[config.mk]
export PLATFORM = sky130hd
export DESIGN_NAME = deadline_task_scheduler_flat
export DESIGN_NICKNAME = d
export VERILOG_FILES = /design/src/hw/rtl/dts_pkg.sv /design/src/hw/rtl/dts_req_if.sv /design/src/hw/rtl/dts_rsp_if.sv /design/src/hw/rtl/deadline_task_scheduler.sv /design/src/hw/rtl/dts_datapath.sv /design/src/hw/rtl/dts_controller.sv /design/src/flat_wrapper.sv
export SDC_FILE = /design/constraint.sdc
export NUM_CORES = 1
export LEC_CHECK = 0
export BUFFER_PORTS_ARGS = -buffer_cell sky130_fd_sc_hd__buf_2
export CORE_UTILIZATION = 30
export DETAILED_ROUTE_END_ITERATION = 12
export PLACE_DENSITY_LB_ADDON = 0.3
export SKIP_CTS_REPAIR_TIMING = 1
export SLEW_MARGIN = 40
export SYNTH_ARGS = -nofsm -noshare
export SYNTH_HDL_FRONTEND = slang
export SYNTH_SLANG_ARGS = --single-unit
[constraint.sdc]
create_clock -name clock -period 14.7 [get_ports clock]
set_clock_uncertainty 0.15 [all_clocks]
set_input_delay 2.205 -clock clock [delete_from_list [all_inputs] [get_ports clock]]
set_output_delay 2.205 -clock clock [all_outputs]
set_load 0.01 [all_outputs]
[src/hw/rtl/dts_pkg.sv]
// ----------------------------------------------------------------------------
// dts_pkg: shared types and constants of the deadline task scheduler
// Table geometry, operation and status codes, table entry layout and the
// command and status groups between controller and datapath.
// ----------------------------------------------------------------------------
`default_nettype none

package dts_pkg;

   localparam int TASKS  = 16;
   localparam int IDX_W  = $clog2(TASKS);
   localparam int CNT_W  = $clog2(TASKS + 1);
   localparam int MODE_W = 2;
   localparam int ID_W   = 8;
   localparam int TIME_W = 16;
   localparam int STAT_W = 2;
   localparam int RANK_W = TIME_W + 2;

   // operation codes carried by the mode field
   localparam logic [MODE_W-1:0] MODE_INSERT = 2'd0;
   localparam logic [MODE_W-1:0] MODE_DELETE = 2'd1;
   localparam logic [MODE_W-1:0] MODE_TICK   = 2'd2;

   // response status codes
   localparam logic [STAT_W-1:0] STAT_DONE      = 2'd0;
   localparam logic [STAT_W-1:0] STAT_NONE      = 2'd1;
   localparam logic [STAT_W-1:0] STAT_FULL      = 2'd2;
   localparam logic [STAT_W-1:0] STAT_NOT_FOUND = 2'd3;

   typedef struct packed {
      logic [ID_W-1:0]   id;
      logic [TIME_W-1:0] arrival;
      logic [TIME_W-1:0] deadline;
      logic [TIME_W-1:0] remaining;
   } dts_entry_type;

   typedef struct packed {
      logic              capture;
      logic              ins_write;
      logic              rd_en;
      logic              rd_next;
      logic              tick_eval;
      logic              idx_inc;
      logic              shift_write;
      logic              count_dec;
      logic              tick_write;
      logic              put;
      logic              put_run;
      logic [STAT_W-1:0] put_status;
   } dts_cmd_type;

   typedef struct packed {
      logic full;
      logic scan_end;
      logic shift_end;
      logic id_match;
      logic best_found;
      logic rsp_free;
   } dts_stat_type;

endpackage

`default_nettype wire

[src/hw/rtl/dts_req_if.sv]
// ----------------------------------------------------------------------------
// dts_req_if: request channel of the deadline task scheduler
// Valid/ready channel carrying one operation with its task fields.
// ----------------------------------------------------------------------------
`default_nettype none

interface dts_req_if;
   logic                         valid;
   logic                         ready;
   logic [dts_pkg::MODE_W-1:0]   mode;
   logic [dts_pkg::ID_W-1:0]     task_id;
   logic [dts_pkg::TIME_W-1:0]   arrival_time;
   logic [dts_pkg::TIME_W-1:0]   deadline_time;
   logic [dts_pkg::TIME_W-1:0]   exec_time;
   logic [dts_pkg::TIME_W-1:0]   now_time;

   modport source (
      output valid, mode, task_id, arrival_time, deadline_time, exec_time, now_time,
      input  ready
   );
   modport sink (
      input  valid, mode, task_id, arrival_time, deadline_time, exec_time, now_time,
      output ready
   );
endinterface

`default_nettype wire

[src/hw/rtl/dts_rsp_if.sv]
// ----------------------------------------------------------------------------
// dts_rsp_if: response channel of the deadline task scheduler
// Valid/ready channel carrying the status of one finished operation.
// ----------------------------------------------------------------------------
`default_nettype none

interface dts_rsp_if;
   logic                         valid;
   logic                         ready;
   logic [dts_pkg::STAT_W-1:0]   status;
   logic [dts_pkg::ID_W-1:0]     chosen_id;
   logic                         finished;

   modport source (output valid, status, chosen_id, finished, input ready);
   modport sink   (input  valid, status, chosen_id, finished, output ready);
endinterface

`default_nettype wire

[src/hw/rtl/deadline_task_scheduler.sv]
// sequence: insert passes ST_INS, an ignored mode goes straight to ST_PUT; delete scans in
// ST_DEL_RD/ST_DEL_CHK and shifts in ST_SHF_RD/ST_SHF_WR; tick scans in ST_TCK_RD/ST_TCK_CHK,
// then ST_TCK_WR if one is eligible; the scan reads entries via the registered read port
// throughput: one transaction at a time, next request taken the cycle after the response is
// loaded into the output register; a new response waits while the previous one is unread
// reset: synchronous, clears entry count, policy and control; table contents stay undefined
// ----------------------------------------------------------------------------
// deadline_task_scheduler: earliest deadline / least slack task scheduler
// Task table in insertion order with insert, delete by id and scheduling
// tick operations; policy register selects the ranking rule.
// ----------------------------------------------------------------------------
`default_nettype none

module deadline_task_scheduler (
   input  wire       clock,
   input  wire       reset,
   dts_req_if.sink   req_bus,
   dts_rsp_if.source rsp_bus,
   input  wire       csr_write_en,
   input  wire       csr_write_data
);
   import dts_pkg::*;

   // command and status groups between sequencer and datapath
   dts_cmd_type  cmd;
   dts_stat_type stat;

   // sequencer: decodes the mode of each request transaction and steps
   // through the table scan, the delete shift and the tick update
   dts_controller u_ctrl (
      .clock     (clock),
      .reset     (reset),
      .req_valid (req_bus.valid),
      .req_mode  (req_bus.mode),
      .req_ready (req_bus.ready),
      .stat      (stat),
      .cmd       (cmd)
   );

   // datapath: task memory, count, scan index, best candidate, policy
   // register and the response output register
   dts_datapath u_dp (
      .clock          (clock),
      .reset          (reset),
      .cmd            (cmd),
      .stat           (stat),
      .csr_write_en   (csr_write_en),
      .csr_write_data (csr_write_data),
      .req_bus        (req_bus),
      .rsp_bus        (rsp_bus)
   );

endmodule

`default_nettype wire

[src/hw/rtl/dts_datapath.sv]
// ----------------------------------------------------------------------------
// dts_datapath: task table, scan registers and response register
// Holds the table memory, entry count, scan index, best candidate and the
// policy register; acts on commands from the controller.
// ----------------------------------------------------------------------------
`default_nettype none

module dts_datapath (
   input  wire                        clock,
   input  wire                        reset,
   input  wire dts_pkg::dts_cmd_type  cmd,
   output dts_pkg::dts_stat_type      stat,
   input  wire                        csr_write_en,
   input  wire                        csr_write_data,
   dts_req_if.sink                    req_bus,
   dts_rsp_if.source                  rsp_bus
);
   import dts_pkg::*;

   dts_entry_type mem [TASKS];
   dts_entry_type rd_data_ff;

   logic [ID_W-1:0]   id_ff;
   logic [TIME_W-1:0] arrival_ff;
   logic [TIME_W-1:0] deadline_ff;
   logic [TIME_W-1:0] exec_ff;
   logic [TIME_W-1:0] now_ff;

   logic [CNT_W-1:0]  count_ff, count_in;
   logic [CNT_W-1:0]  idx_ff, idx_in;
   logic              policy_ff;

   logic                     best_found_ff;
   logic [IDX_W-1:0]         best_idx_ff;
   logic signed [RANK_W-1:0] best_rank_ff;
   dts_entry_type            best_ff;

   logic                     rsp_valid_ff;
   logic [STAT_W-1:0]        rsp_status_ff;
   logic [ID_W-1:0]          rsp_id_ff;
   logic                     rsp_fin_ff;

   logic [CNT_W-1:0]         idx_next;
   logic [CNT_W-1:0]         rd_addr;
   logic                     we;
   logic [IDX_W-1:0]         waddr;
   dts_entry_type            wdata;
   logic                     eligible;
   logic signed [RANK_W-1:0] rank;
   logic                     better;

   assign idx_next = idx_ff + CNT_W'(1);
   assign rd_addr  = cmd.rd_next ? idx_next : idx_ff;

   // candidate ranking of the entry just read
   always_comb begin
      eligible = (rd_data_ff.arrival <= now_ff) && (rd_data_ff.remaining != '0);
      if (policy_ff) begin
         rank = $signed({2'b00, rd_data_ff.deadline}) - $signed({2'b00, now_ff})
              - $signed({2'b00, rd_data_ff.remaining});
      end else begin
         rank = $signed({2'b00, rd_data_ff.deadline});
      end
      better = eligible && (!best_found_ff || (rank < best_rank_ff));
   end

   // single write port of the table
   always_comb begin
      we    = 1'b0;
      waddr = idx_ff[IDX_W-1:0];
      wdata = rd_data_ff;
      if (cmd.ins_write) begin
         we    = 1'b1;
         waddr = count_ff[IDX_W-1:0];
         wdata = '{id: id_ff, arrival: arrival_ff, deadline: deadline_ff,
                   remaining: exec_ff};
      end else if (cmd.shift_write) begin
         we = 1'b1;
      end else if (cmd.tick_write) begin
         we              = 1'b1;
         waddr           = best_idx_ff;
         wdata           = best_ff;
         wdata.remaining = best_ff.remaining - TIME_W'(1);
      end
   end

   always_ff @(posedge clock) begin
      if (we) begin
         mem[waddr] <= wdata;
      end
      if (cmd.rd_en) begin
         rd_data_ff <= mem[rd_addr[IDX_W-1:0]];
      end
   end

   always_comb begin
      count_in = count_ff;
      if (cmd.ins_write) begin
         count_in = count_ff + CNT_W'(1);
      end else if (cmd.count_dec) begin
         count_in = count_ff - CNT_W'(1);
      end
      idx_in = idx_ff;
      if (cmd.capture) begin
         idx_in = '0;
      end else if (cmd.idx_inc) begin
         idx_in = idx_next;
      end
   end

   always_ff @(posedge clock) begin
      if (reset) begin
         count_ff      <= '0;
         idx_ff        <= '0;
         policy_ff     <= 1'b0;
         best_found_ff <= 1'b0;
         rsp_valid_ff  <= 1'b0;
      end else begin
         count_ff <= count_in;
         idx_ff   <= idx_in;
         if (csr_write_en) begin
            policy_ff <= csr_write_data;
         end
         if (cmd.capture) begin
            best_found_ff <= 1'b0;
         end else if (cmd.tick_eval && better) begin
            best_found_ff <= 1'b1;
         end
         if (cmd.put) begin
            rsp_valid_ff <= 1'b1;
         end else if (rsp_bus.ready) begin
            rsp_valid_ff <= 1'b0;
         end
      end
   end

   // payload registers
   always_ff @(posedge clock) begin
      if (cmd.capture) begin
         id_ff       <= req_bus.task_id;
         arrival_ff  <= req_bus.arrival_time;
         deadline_ff <= req_bus.deadline_time;
         exec_ff     <= req_bus.exec_time;
         now_ff      <= req_bus.now_time;
      end
      if (cmd.tick_eval && better) begin
         best_idx_ff  <= idx_ff[IDX_W-1:0];
         best_rank_ff <= rank;
         best_ff      <= rd_data_ff;
      end
      if (cmd.put) begin
         rsp_status_ff <= cmd.put_status;
         rsp_id_ff     <= cmd.put_run ? best_ff.id : '0;
         rsp_fin_ff    <= cmd.put_run && (best_ff.remaining == TIME_W'(1));
      end
   end

   assign stat.full       = (count_ff == CNT_W'(TASKS));
   assign stat.scan_end   = (idx_ff >= count_ff);
   assign stat.shift_end  = (idx_next >= count_ff);
   assign stat.id_match   = (rd_data_ff.id == id_ff);
   assign stat.best_found = best_found_ff;
   assign stat.rsp_free   = !rsp_valid_ff || rsp_bus.ready;

   assign rsp_bus.valid     = rsp_valid_ff;
   assign rsp_bus.status    = rsp_status_ff;
   assign rsp_bus.chosen_id = rsp_id_ff;
   assign rsp_bus.finished  = rsp_fin_ff;

endmodule

`default_nettype wire

[src/hw/rtl/dts_controller.sv]
// ----------------------------------------------------------------------------
// dts_controller: operation sequencer of the deadline task scheduler
// One-hot state machine that walks insert, delete and tick through the
// datapath one table entry at a time.
// ----------------------------------------------------------------------------
`default_nettype none

module dts_controller (
   input  wire                          clock,
   input  wire                          reset,
   input  wire                          req_valid,
   input  wire [dts_pkg::MODE_W-1:0]    req_mode,
   output logic                         req_ready,
   input  wire dts_pkg::dts_stat_type   stat,
   output dts_pkg::dts_cmd_type         cmd
);
   import dts_pkg::*;

   typedef enum logic [9:0] {
      ST_IDLE    = 10'b00_0000_0001,
      ST_INS     = 10'b00_0000_0010,
      ST_DEL_RD  = 10'b00_0000_0100,
      ST_DEL_CHK = 10'b00_0000_1000,
      ST_SHF_RD  = 10'b00_0001_0000,
      ST_SHF_WR  = 10'b00_0010_0000,
      ST_TCK_RD  = 10'b00_0100_0000,
      ST_TCK_CHK = 10'b00_1000_0000,
      ST_TCK_WR  = 10'b01_0000_0000,
      ST_PUT     = 10'b10_0000_0000
   } dts_state_type;

   dts_state_type     state_ff, state_in;
   logic [STAT_W-1:0] code_ff, code_in;
   logic              run_ff, run_in;

   assign req_ready = (state_ff == ST_IDLE);

   always_comb begin
      state_in = state_ff;
      code_in  = code_ff;
      run_in   = run_ff;
      cmd      = '0;
      case (state_ff)
         ST_IDLE: begin
            if (req_valid) begin
               cmd.capture = 1'b1;
               run_in      = 1'b0;
               case (req_mode)
                  MODE_INSERT: state_in = ST_INS;
                  MODE_DELETE: state_in = ST_DEL_RD;
                  MODE_TICK:   state_in = ST_TCK_RD;
                  default: begin
                     code_in  = STAT_DONE;
                     state_in = ST_PUT;
                  end
               endcase
            end
         end
         ST_INS: begin
            if (stat.full) begin
               code_in = STAT_FULL;
            end else begin
               cmd.ins_write = 1'b1;
               code_in       = STAT_DONE;
            end
            state_in = ST_PUT;
         end
         ST_DEL_RD: begin
            if (stat.scan_end) begin
               code_in  = STAT_NOT_FOUND;
               state_in = ST_PUT;
            end else begin
               cmd.rd_en = 1'b1;
               state_in  = ST_DEL_CHK;
            end
         end
         ST_DEL_CHK: begin
            if (stat.id_match) begin
               state_in = ST_SHF_RD;
            end else begin
               cmd.idx_inc = 1'b1;
               state_in    = ST_DEL_RD;
            end
         end
         ST_SHF_RD: begin
            if (stat.shift_end) begin
               cmd.count_dec = 1'b1;
               code_in       = STAT_DONE;
               state_in      = ST_PUT;
            end else begin
               cmd.rd_en   = 1'b1;
               cmd.rd_next = 1'b1;
               state_in    = ST_SHF_WR;
            end
         end
         ST_SHF_WR: begin
            cmd.shift_write = 1'b1;
            cmd.idx_inc     = 1'b1;
            state_in        = ST_SHF_RD;
         end
         ST_TCK_RD: begin
            if (stat.scan_end) begin
               if (stat.best_found) begin
                  state_in = ST_TCK_WR;
               end else begin
                  code_in  = STAT_NONE;
                  state_in = ST_PUT;
               end
            end else begin
               cmd.rd_en = 1'b1;
               state_in  = ST_TCK_CHK;
            end
         end
         ST_TCK_CHK: begin
            cmd.tick_eval = 1'b1;
            cmd.idx_inc   = 1'b1;
            state_in      = ST_TCK_RD;
         end
         ST_TCK_WR: begin
            cmd.tick_write = 1'b1;
            code_in        = STAT_DONE;
            run_in         = 1'b1;
            state_in       = ST_PUT;
         end
         ST_PUT: begin
            if (stat.rsp_free) begin
               cmd.put        = 1'b1;
               cmd.put_status = code_ff;
               cmd.put_run    = run_ff;
               state_in       = ST_IDLE;
            end
         end
         default: begin
            state_in = ST_IDLE;
         end
      endcase
   end

   always_ff @(posedge clock) begin
      if (reset) begin
         state_ff <= ST_IDLE;
         code_ff  <= STAT_DONE;
         run_ff   <= 1'b0;
      end else begin
         state_ff <= state_in;
         code_ff  <= code_in;
         run_ff   <= run_in;
      end
   end

endmodule

`default_nettype wire

[src/flat_wrapper.sv]
// flat-port wrapper written by rule: the top's interface ports become plain ports
module deadline_task_scheduler_flat import dts_pkg::*;
  (clock, reset, csr_write_en, csr_write_data, req_bus_valid, req_bus_mode, req_bus_task_id, req_bus_arrival_time, req_bus_deadline_time, req_bus_exec_time, req_bus_now_time, req_bus_ready, rsp_bus_valid, rsp_bus_status, rsp_bus_chosen_id, rsp_bus_finished, rsp_bus_ready);
  dts_req_if req_bus_i ();
  dts_rsp_if rsp_bus_i ();
  input  wire clock;
  input  wire reset;
  input  wire csr_write_en;
  input  wire csr_write_data;
  input wire logic [$bits(req_bus_i.valid)-1:0] req_bus_valid;
  input wire logic [$bits(req_bus_i.mode)-1:0] req_bus_mode;
  input wire logic [$bits(req_bus_i.task_id)-1:0] req_bus_task_id;
  input wire logic [$bits(req_bus_i.arrival_time)-1:0] req_bus_arrival_time;
  input wire logic [$bits(req_bus_i.deadline_time)-1:0] req_bus_deadline_time;
  input wire logic [$bits(req_bus_i.exec_time)-1:0] req_bus_exec_time;
  input wire logic [$bits(req_bus_i.now_time)-1:0] req_bus_now_time;
  output wire logic [$bits(req_bus_i.ready)-1:0] req_bus_ready;
  output wire logic [$bits(rsp_bus_i.valid)-1:0] rsp_bus_valid;
  output wire logic [$bits(rsp_bus_i.status)-1:0] rsp_bus_status;
  output wire logic [$bits(rsp_bus_i.chosen_id)-1:0] rsp_bus_chosen_id;
  output wire logic [$bits(rsp_bus_i.finished)-1:0] rsp_bus_finished;
  input wire logic [$bits(rsp_bus_i.ready)-1:0] rsp_bus_ready;
  assign req_bus_i.valid = req_bus_valid;
  assign req_bus_i.mode = req_bus_mode;
  assign req_bus_i.task_id = req_bus_task_id;
  assign req_bus_i.arrival_time = req_bus_arrival_time;
  assign req_bus_i.deadline_time = req_bus_deadline_time;
  assign req_bus_i.exec_time = req_bus_exec_time;
  assign req_bus_i.now_time = req_bus_now_time;
  assign req_bus_ready = req_bus_i.ready;
  assign rsp_bus_valid = rsp_bus_i.valid;
  assign rsp_bus_status = rsp_bus_i.status;
  assign rsp_bus_chosen_id = rsp_bus_i.chosen_id;
  assign rsp_bus_finished = rsp_bus_i.finished;
  assign rsp_bus_i.ready = rsp_bus_ready;
  deadline_task_scheduler u_core (.clock(clock), .reset(reset), .req_bus(req_bus_i), .rsp_bus(rsp_bus_i), .csr_write_en(csr_write_en), .csr_write_data(csr_write_data));
endmodule
==> results of run 1 <==
## sequential cells by signal, summed over array words and instances (netlist names), 2 cells and up
register	count
u_core.u_ctrl.state_ff	10
u_core.u_dp.rsp_bus.status	2
u_core.u_dp.exec_ff	16
u_core.u_dp.rd_data_ff	56
u_core.u_dp.rsp_bus.chosen_id	8
u_core.u_dp.best_idx_ff	4
u_core.u_dp.count_ff	5
u_core.u_dp.now_ff	16
u_core.u_dp.best_ff	56
u_core.u_dp.best_rank_ff	18
u_core.u_dp.arrival_ff	16
u_core.u_dp.id_ff	8
u_core.u_dp.deadline_ff	16
u_core.u_dp.idx_ff	5
u_core.u_dp.mem	896
u_core.u_ctrl.code_ff	2
## cell type report
type | instances | area (um2) | area share, %
Clock buffer | 161 | 3150 | 5.30
Sequential cell | 1139 | 34000 | 57.2
Clock inverter | 53 | 492 | 0.829
Tap cell | 2310 | 2890 | 4.87
Inverter | 76 | 287 | 0.483
Multi-Input combinational cell | 2426 | 17100 | 28.8
Timing Repair Buffer | 197 | 1480 | 2.50
## kinds of logic after synthesis
logic type	Yosys count	synth area share [%]
simple gates	890	8.25
xor+xnor	62	1.07
mux	324	7.13
compound gates	1066	13.4
buf+inv	369	2.89
fa+ha+maj	84	2.06
flops	1139	65.2
## path summary, 6_finish.rpt
path / start / endpoint / slack (ns) / cells after the start
hold / removal: u_core.u_ctrl.code_ff[0] / u_core.u_ctrl.code_ff[0] / 0.34 / 2
setup / recovery: u_core.u_dp.rd_data_ff[18] / u_core.u_dp.best_ff[33] / 7.41 / 23
setup reg to reg: u_core.u_dp.rd_data_ff[18] / u_core.u_dp.best_ff[33] / 7.41 / 23
hold reg to reg: u_core.u_ctrl.code_ff[0] / u_core.u_ctrl.code_ff[0] / 0.34 / 2
## cells in the mapped netlist (all sizes together), types with 7 or more instances
cell type | instances | area share, %
nor2b | 18 | 0.22
xnor2 | 48 | 0.84
edfxtp | 1113 | 64
o32a | 28 | 0.54
inv | 74 | 0.53
dfxtp | 26 | 1.0
buf | 106 | 0.99
o211ai | 12 | 0.18
mux4 | 31 | 1.3
clkbuf | 187 | 1.3
nand2 | 306 | 2.2
nand4 | 44 | 0.53
and2 | 9 | 0.11
nor3b | 64 | 0.92
or2 | 18 | 0.22
o21a | 17 | 0.25
a311o | 29 | 0.56
nor3 | 106 | 1.0
o221ai | 117 | 2.0
ha | 81 | 1.9
or3 | 7 | 0.094
a21oi | 167 | 1.6
and3 | 17 | 0.20
mux2 | 65 | 1.4
o22ai | 293 | 3.5
mux2i | 228 | 4.4
nor2 | 144 | 1.0
o21ai | 208 | 2.0
a31oi | 59 | 0.71
a211oi | 55 | 0.79
a22oi | 20 | 0.29
a21o | 22 | 0.32
nand3 | 113 | 1.1
xor2 | 14 | 0.24
nor4 | 15 | 0.21
nand2b | 16 | 0.19
## layer usage
metal	track usage (%)	share of wire, %
met1	25.7	43
met3	2.92	7.7
met4	6.41	3.1
met5	0	0.038
met2	29.7	46
## worst register-to-register path, stage by stage, from the launching register on
cell and delay, ns:
edfxtp_1 0.49, ha_1 0.38, nor2b_1 0.14, o21a_1 0.18, a31o_2 0.27, o21ai_0 0.18
nand2b_1 0.08, a21oi_1 0.18, xnor2_1 0.17, ha_1 0.34, a21oi_1 0.15, o21ai_0 0.10
a2111oi_0 0.63, nor2_1 0.19, a21o_1 0.20, o31ai_1 0.31, ha_1 0.31, o2111ai_1 0.13
nor2_1 0.08, a211oi_1 0.22, a211oi_1 0.11, nor4_2 0.55, buf_4 0.60, buf_4 0.69
## stage by stage
stage	util (%)	hold WS (ns)	total power, mW	cell area, um2
finish	34.5	0.338	6.80	59300
global route	34.5	0.372	6.98	59300
CTS	34.5	0.340	6.84	59200
floorplan	-	0.295	3.86	52100
detailed placement	32.3	0.332	3.96	55600
global placement	32.1	0.313	3.96	55200
## power groups by stage
stage / sequential (mW) / combinational (mW) / clock, mW
6_report: 3.60 / 0.293 / 2.90
2_1_floorplan: 3.66 / 0.196 / 0
3_5_place_dp: 3.67 / 0.292 / 0
5_1_grt: 3.60 / 0.325 / 3.06
4_1_cts: 3.60 / 0.293 / 2.95
3_3_place_gp: 3.67 / 0.286 / 0
==> results.cfg, run 1 <==
[logic_synthesis]
ys_ff_latch = 1139
syn-instance-count = 3934
synth.cell_area_mm2 = 0.0521
syn_avg_cell_area_um2 = 13.2
yosysWarningCount = 0
synth-edff-count = 1113
ys_async_sr_fraction_pct = 0
synth_seq_area_share_pct = 65.2
synth_cell_types = 76
syn-num-nets = 4098
ys.flop_type = edfxtp_1

[status]
outcome = finished clean

[sta]
worst_slack_ns = 7.41
setup-violations-final = 0
worstMarginPinSlew_ns = 0.854
fmax_ghz = 0.137
report.final.slew_viol_count = 0
post-route-period-util_pct = 49.6
final-hold-violation-count = 0
fin_setup_tns_ns = 0
min_period_ns = 7.29
relSlewSlack_pct = 43.1
rsz0062_at_grt = false

[cells_and_area]
nets = 4120
fill_cells = 16659
final_common_cell = edfxtp_1
final_cell_mix = edfxtp_1, nand2_1, o22ai_1
layout-drive-gt1-share_pct = 13.6
syn_to_final_growth_pct = 14.0
fin_cells = 6362
antenna_cells = 0

[critical_path]
slowest_stage = buf_4
worstPathRequired_ns = 14.90
worst-endpoint-arrival_ns = 7.49
cp-end-kind = flip-flop
crit_top_cell = ha_1
max_stage_delay_ns = 0.69
cp_top_family = compound AO/OA/AOI/OAI gates
worstPathCellList = ha_1 -> nor2b_1 -> o21a_1 -> a31o_2 -> o21ai_0 -> nand2b_1 -> a21oi_1 -> xnor2_1 -> ha_1 -> a21oi_1 -> o21ai_0 -> a2111oi_0 -> nor2_1 -> a21o_1 -> o31ai_1 -> ha_1 -> o2111ai_1 -> nor2_1 -> a211oi_1 -> a211oi_1 -> nor4_2 -> buf_4 -> buf_4
path_class = flip-flop to flip-flop
cp-start-kind = flip-flop
worstPathBufferInverterCount = 2
cp_max_fo = 41

[drt]
drt_iter0_markers = 3921
num_vias = 35776
vias_per_cell = 5.62
drt_first_pass_iters = 6
wl_per_cell_um = 26.3
drc = 0
drt.antenna.violating_nets = 0
drt-total-wl_um = 168000

[floorplan]
start_util_pct = 30.3
rows = 152
io_pins = 93
die_w_um = 419
core_mm2 = 0.172
fp.dieH_um = 419
die_area_mm2 = 0.175

[power_and_ir_drop]
p_clk_share_pct = 42.7
swShare_pct = 21.6
p_sw_mw = 1.47
p_seq_share_pct = 53.0
p_int_mw = 5.33
comb_power_share_pct = 4.3
max-vdd-ir-drop_v = 0.0000868
power_leakage_nw = 18.6
p_per_area_mw_per_mm2 = 115

[grt]
antenna_found_initial = 12
grt_overflow_total = 0
grt_start_max_net_pins = 124
gr-usage-all-layers_pct = 18.6
grt_pass1_wl_um = 239000
grt_pass1_vias = 34207

[clocking]
clock-sinks = 1139
clockBufferDepth = 3
cts_tree = built
cts_max_level = 3
path_clk_slew_ns = 0.06
cts_inserted_buffers = 116
cts_root_buffer = clkbuf_16
clk_latency_ns = 0.75

[worst_hold_path]
hold_path.class = flip-flop to flip-flop

[placement]
dp_slack_ns = 7.44
port-buffer-count = 92
gp_congestion = 0.844
place_inst = 6145
dpl.hpwl_um = 95000

[flow_run]
drv_cap = 0
No activity file was read; power rests on OpenSTA's default activity.
==> run 2, diff against run 1 <==
==> constraint.sdc (replaced) <==
create_clock -name clock -period 6.1 [get_ports clock]
set_clock_uncertainty 0.15 [all_clocks]
set_input_delay 0.915 -clock clock [delete_from_list [all_inputs] [get_ports clock]]
set_output_delay 0.915 -clock clock [all_outputs]
set_load 0.01 [all_outputs]
==> results.cfg, run 2 (same netlist as run 1, synthesis figures left out) <==
[status]
outcome = finished clean

[sta]
post-route-period-util_pct = 94.0
min_period_ns = 5.73
holdWs_ns = 0.184
setup-violations-final = 0
fmax_ghz = 0.174
worstMarginPinSlew_ns = 0.889
relSlewSlack_pct = 40.6
final-hold-violation-count = 0
report.final.slew_viol_count = 0
rsz0062_at_grt = false

[floorplan]
die_area_mm2 = 0.175
io_pins = 93
die_w_um = 419
fp.dieH_um = 419
rows = 152
start_util_pct = 30.3
core_mm2 = 0.172

[power_and_ir_drop]
p_seq_share_pct = 52.4
p_int_mw = 12.9
p_sw_mw = 3.61
power_leakage_nw = 18.8
p_clk_share_pct = 43.2
p_per_area_mw_per_mm2 = 276
swShare_pct = 21.8
comb_power_share_pct = 4.3
max-vdd-ir-drop_v = 0.000259

[placement]
gp_congestion = 0.836
dpl-instance-area_mm2 = 0.0562
port-buffer-count = 92
dpl.hpwl_um = 97900

[cells_and_area]
layout-drive-gt1-share_pct = 14.8
largest-register = u_core.u_dp.mem
fin_area_mm2 = 0.0600
syn_to_final_growth_pct = 15.2
nets = 4144
largest_reg_flops = 896
final_cell_mix = edfxtp_1, nand2_1, o22ai_1
reg_top3 = u_core.u_dp.mem x896, u_core.u_dp.best_ff x56, u_core.u_dp.rd_data_ff x56
final_common_cell = edfxtp_1

[drt]
drt.antenna.violating_nets = 0
drt_first_pass_iters = 5
wl_per_cell_um = 26.5
num_vias = 35883
drt-total-wl_um = 170000
drt_iter0_markers = 4154
drc = 0
vias_per_cell = 5.61

[flow_run]
drv_cap = 0

[grt]
antenna_found_initial = 11
gr-usage-all-layers_pct = 18.9
grt_pass1_wl_um = 241000
grt_pass1_vias = 34295
grt_overflow_total = 0
grt_start_max_net_pins = 116

[critical_path]
path_class = flip-flop to flip-flop
cp-end-kind = flip-flop
cp-start-kind = flip-flop
worst-endpoint-arrival_ns = 6.01
cp_max_fo = 17
worstPathRequired_ns = 6.38

[clocking]
cts_tree = built
clock-sinks = 1139
cts_max_level = 3
cts_root_buffer = clkbuf_16
path_clk_slew_ns = 0.06
clockBufferDepth = 3
cts_inserted_buffers = 116
clk_latency_ns = 0.75

[worst_hold_path]
hold_path.class = input pin to flip-flop
[run 2: changes by cell type in the layout (fill, tap and decap cells not counted), sizes merged]
cell	change
buf	+24
clkbuf	-9
clkinvlp	+7
bufinv	+3
diode	+3
clkinv	+1
inv	+1
[run 2: path summary, 6_finish.rpt]
kind	start	end	slack (ns)	cells after the start
worst max-delay path	u_core.u_dp.rd_data_ff[16]	u_core.u_dp.best_ff[51]	0.37	24
worst min-delay path	req_bus_arrival_time[5]	u_core.u_dp.arrival_ff[5]	0.18	1
worst max register to register	u_core.u_dp.rd_data_ff[16]	u_core.u_dp.best_ff[51]	0.37	24
worst min register to register	u_core.u_ctrl.code_ff[1]	u_core.u_ctrl.code_ff[1]	0.33	2
[run 2: metal layers]
layer  routed length (um)  track usage [%]  share of wire [%]  up-vias
li1                     -                -                  -    15707
met1                72200             25.5                 43    18249
met2                78900             30.5                 47     1614
met3                12700             2.62                7.5      307
met4                 5760             7.21                3.4        6
met5                   36                0              0.021        -
[run 2: final cells by class]
class,count,area [um2]
Timing Repair Buffer,221,1890
Antenna cell,3,7.51
Inverter,76,287
Multi-Input combinational cell,2426,17200
Tap cell,2310,2890
Fill cell,16535,112000
Clock buffer,152,3050
Clock inverter,65,722
Sequential cell,1139,34000
[run 2: worst max-delay path: stages (launching register included)]
cell and delay (ns):
edfxtp_1 0.39, inv_1 0.06, ha_2 0.20, fa_2 0.40
nor2b_1 0.12, o21a_1 0.15, a31o_2 0.21, nor2_1 0.06
xnor2_1 0.13, ha_1 0.24, nor4_1 0.27, o21ai_0 0.22
a31o_2 0.31, o21a_1 0.17, nor2_1 0.15, xnor2_1 0.07
mux2_2 0.29, ha_2 0.20, a2111oi_2 0.35, nor2_1 0.10
a211oi_2 0.24, a211oi_2 0.12, nor4_4 0.38, buf_12 0.20
buf_12 0.19
[run 2: metrics by stage]
step	setup slack, ns	utilization, %	power, mW	TNS, ns	instances
final	0.366	34.9	16.5	0	6392
after global routing	0.0198	34.9	17.0	0	6389
after CTS	0.283	34.9	16.7	0	6388
after detailed placement	0.314	32.7	9.56	0	6171
after global placement	0.369	32.5	9.54	0	6167
after floorplan	-1.07	-	9.31	-83.38	3934
[run 2: power by group through the flow]
stage          clock network [mW]  registers (mW)  logic (mW)
5_1_grt                      7.56            8.68       0.790
6_report                     7.15            8.68       0.719
3_5_place_dp                    0            8.84       0.711
4_1_cts                      7.29            8.68       0.714
3_3_place_gp                    0            8.85       0.699
2_1_floorplan                   0            8.82       0.486
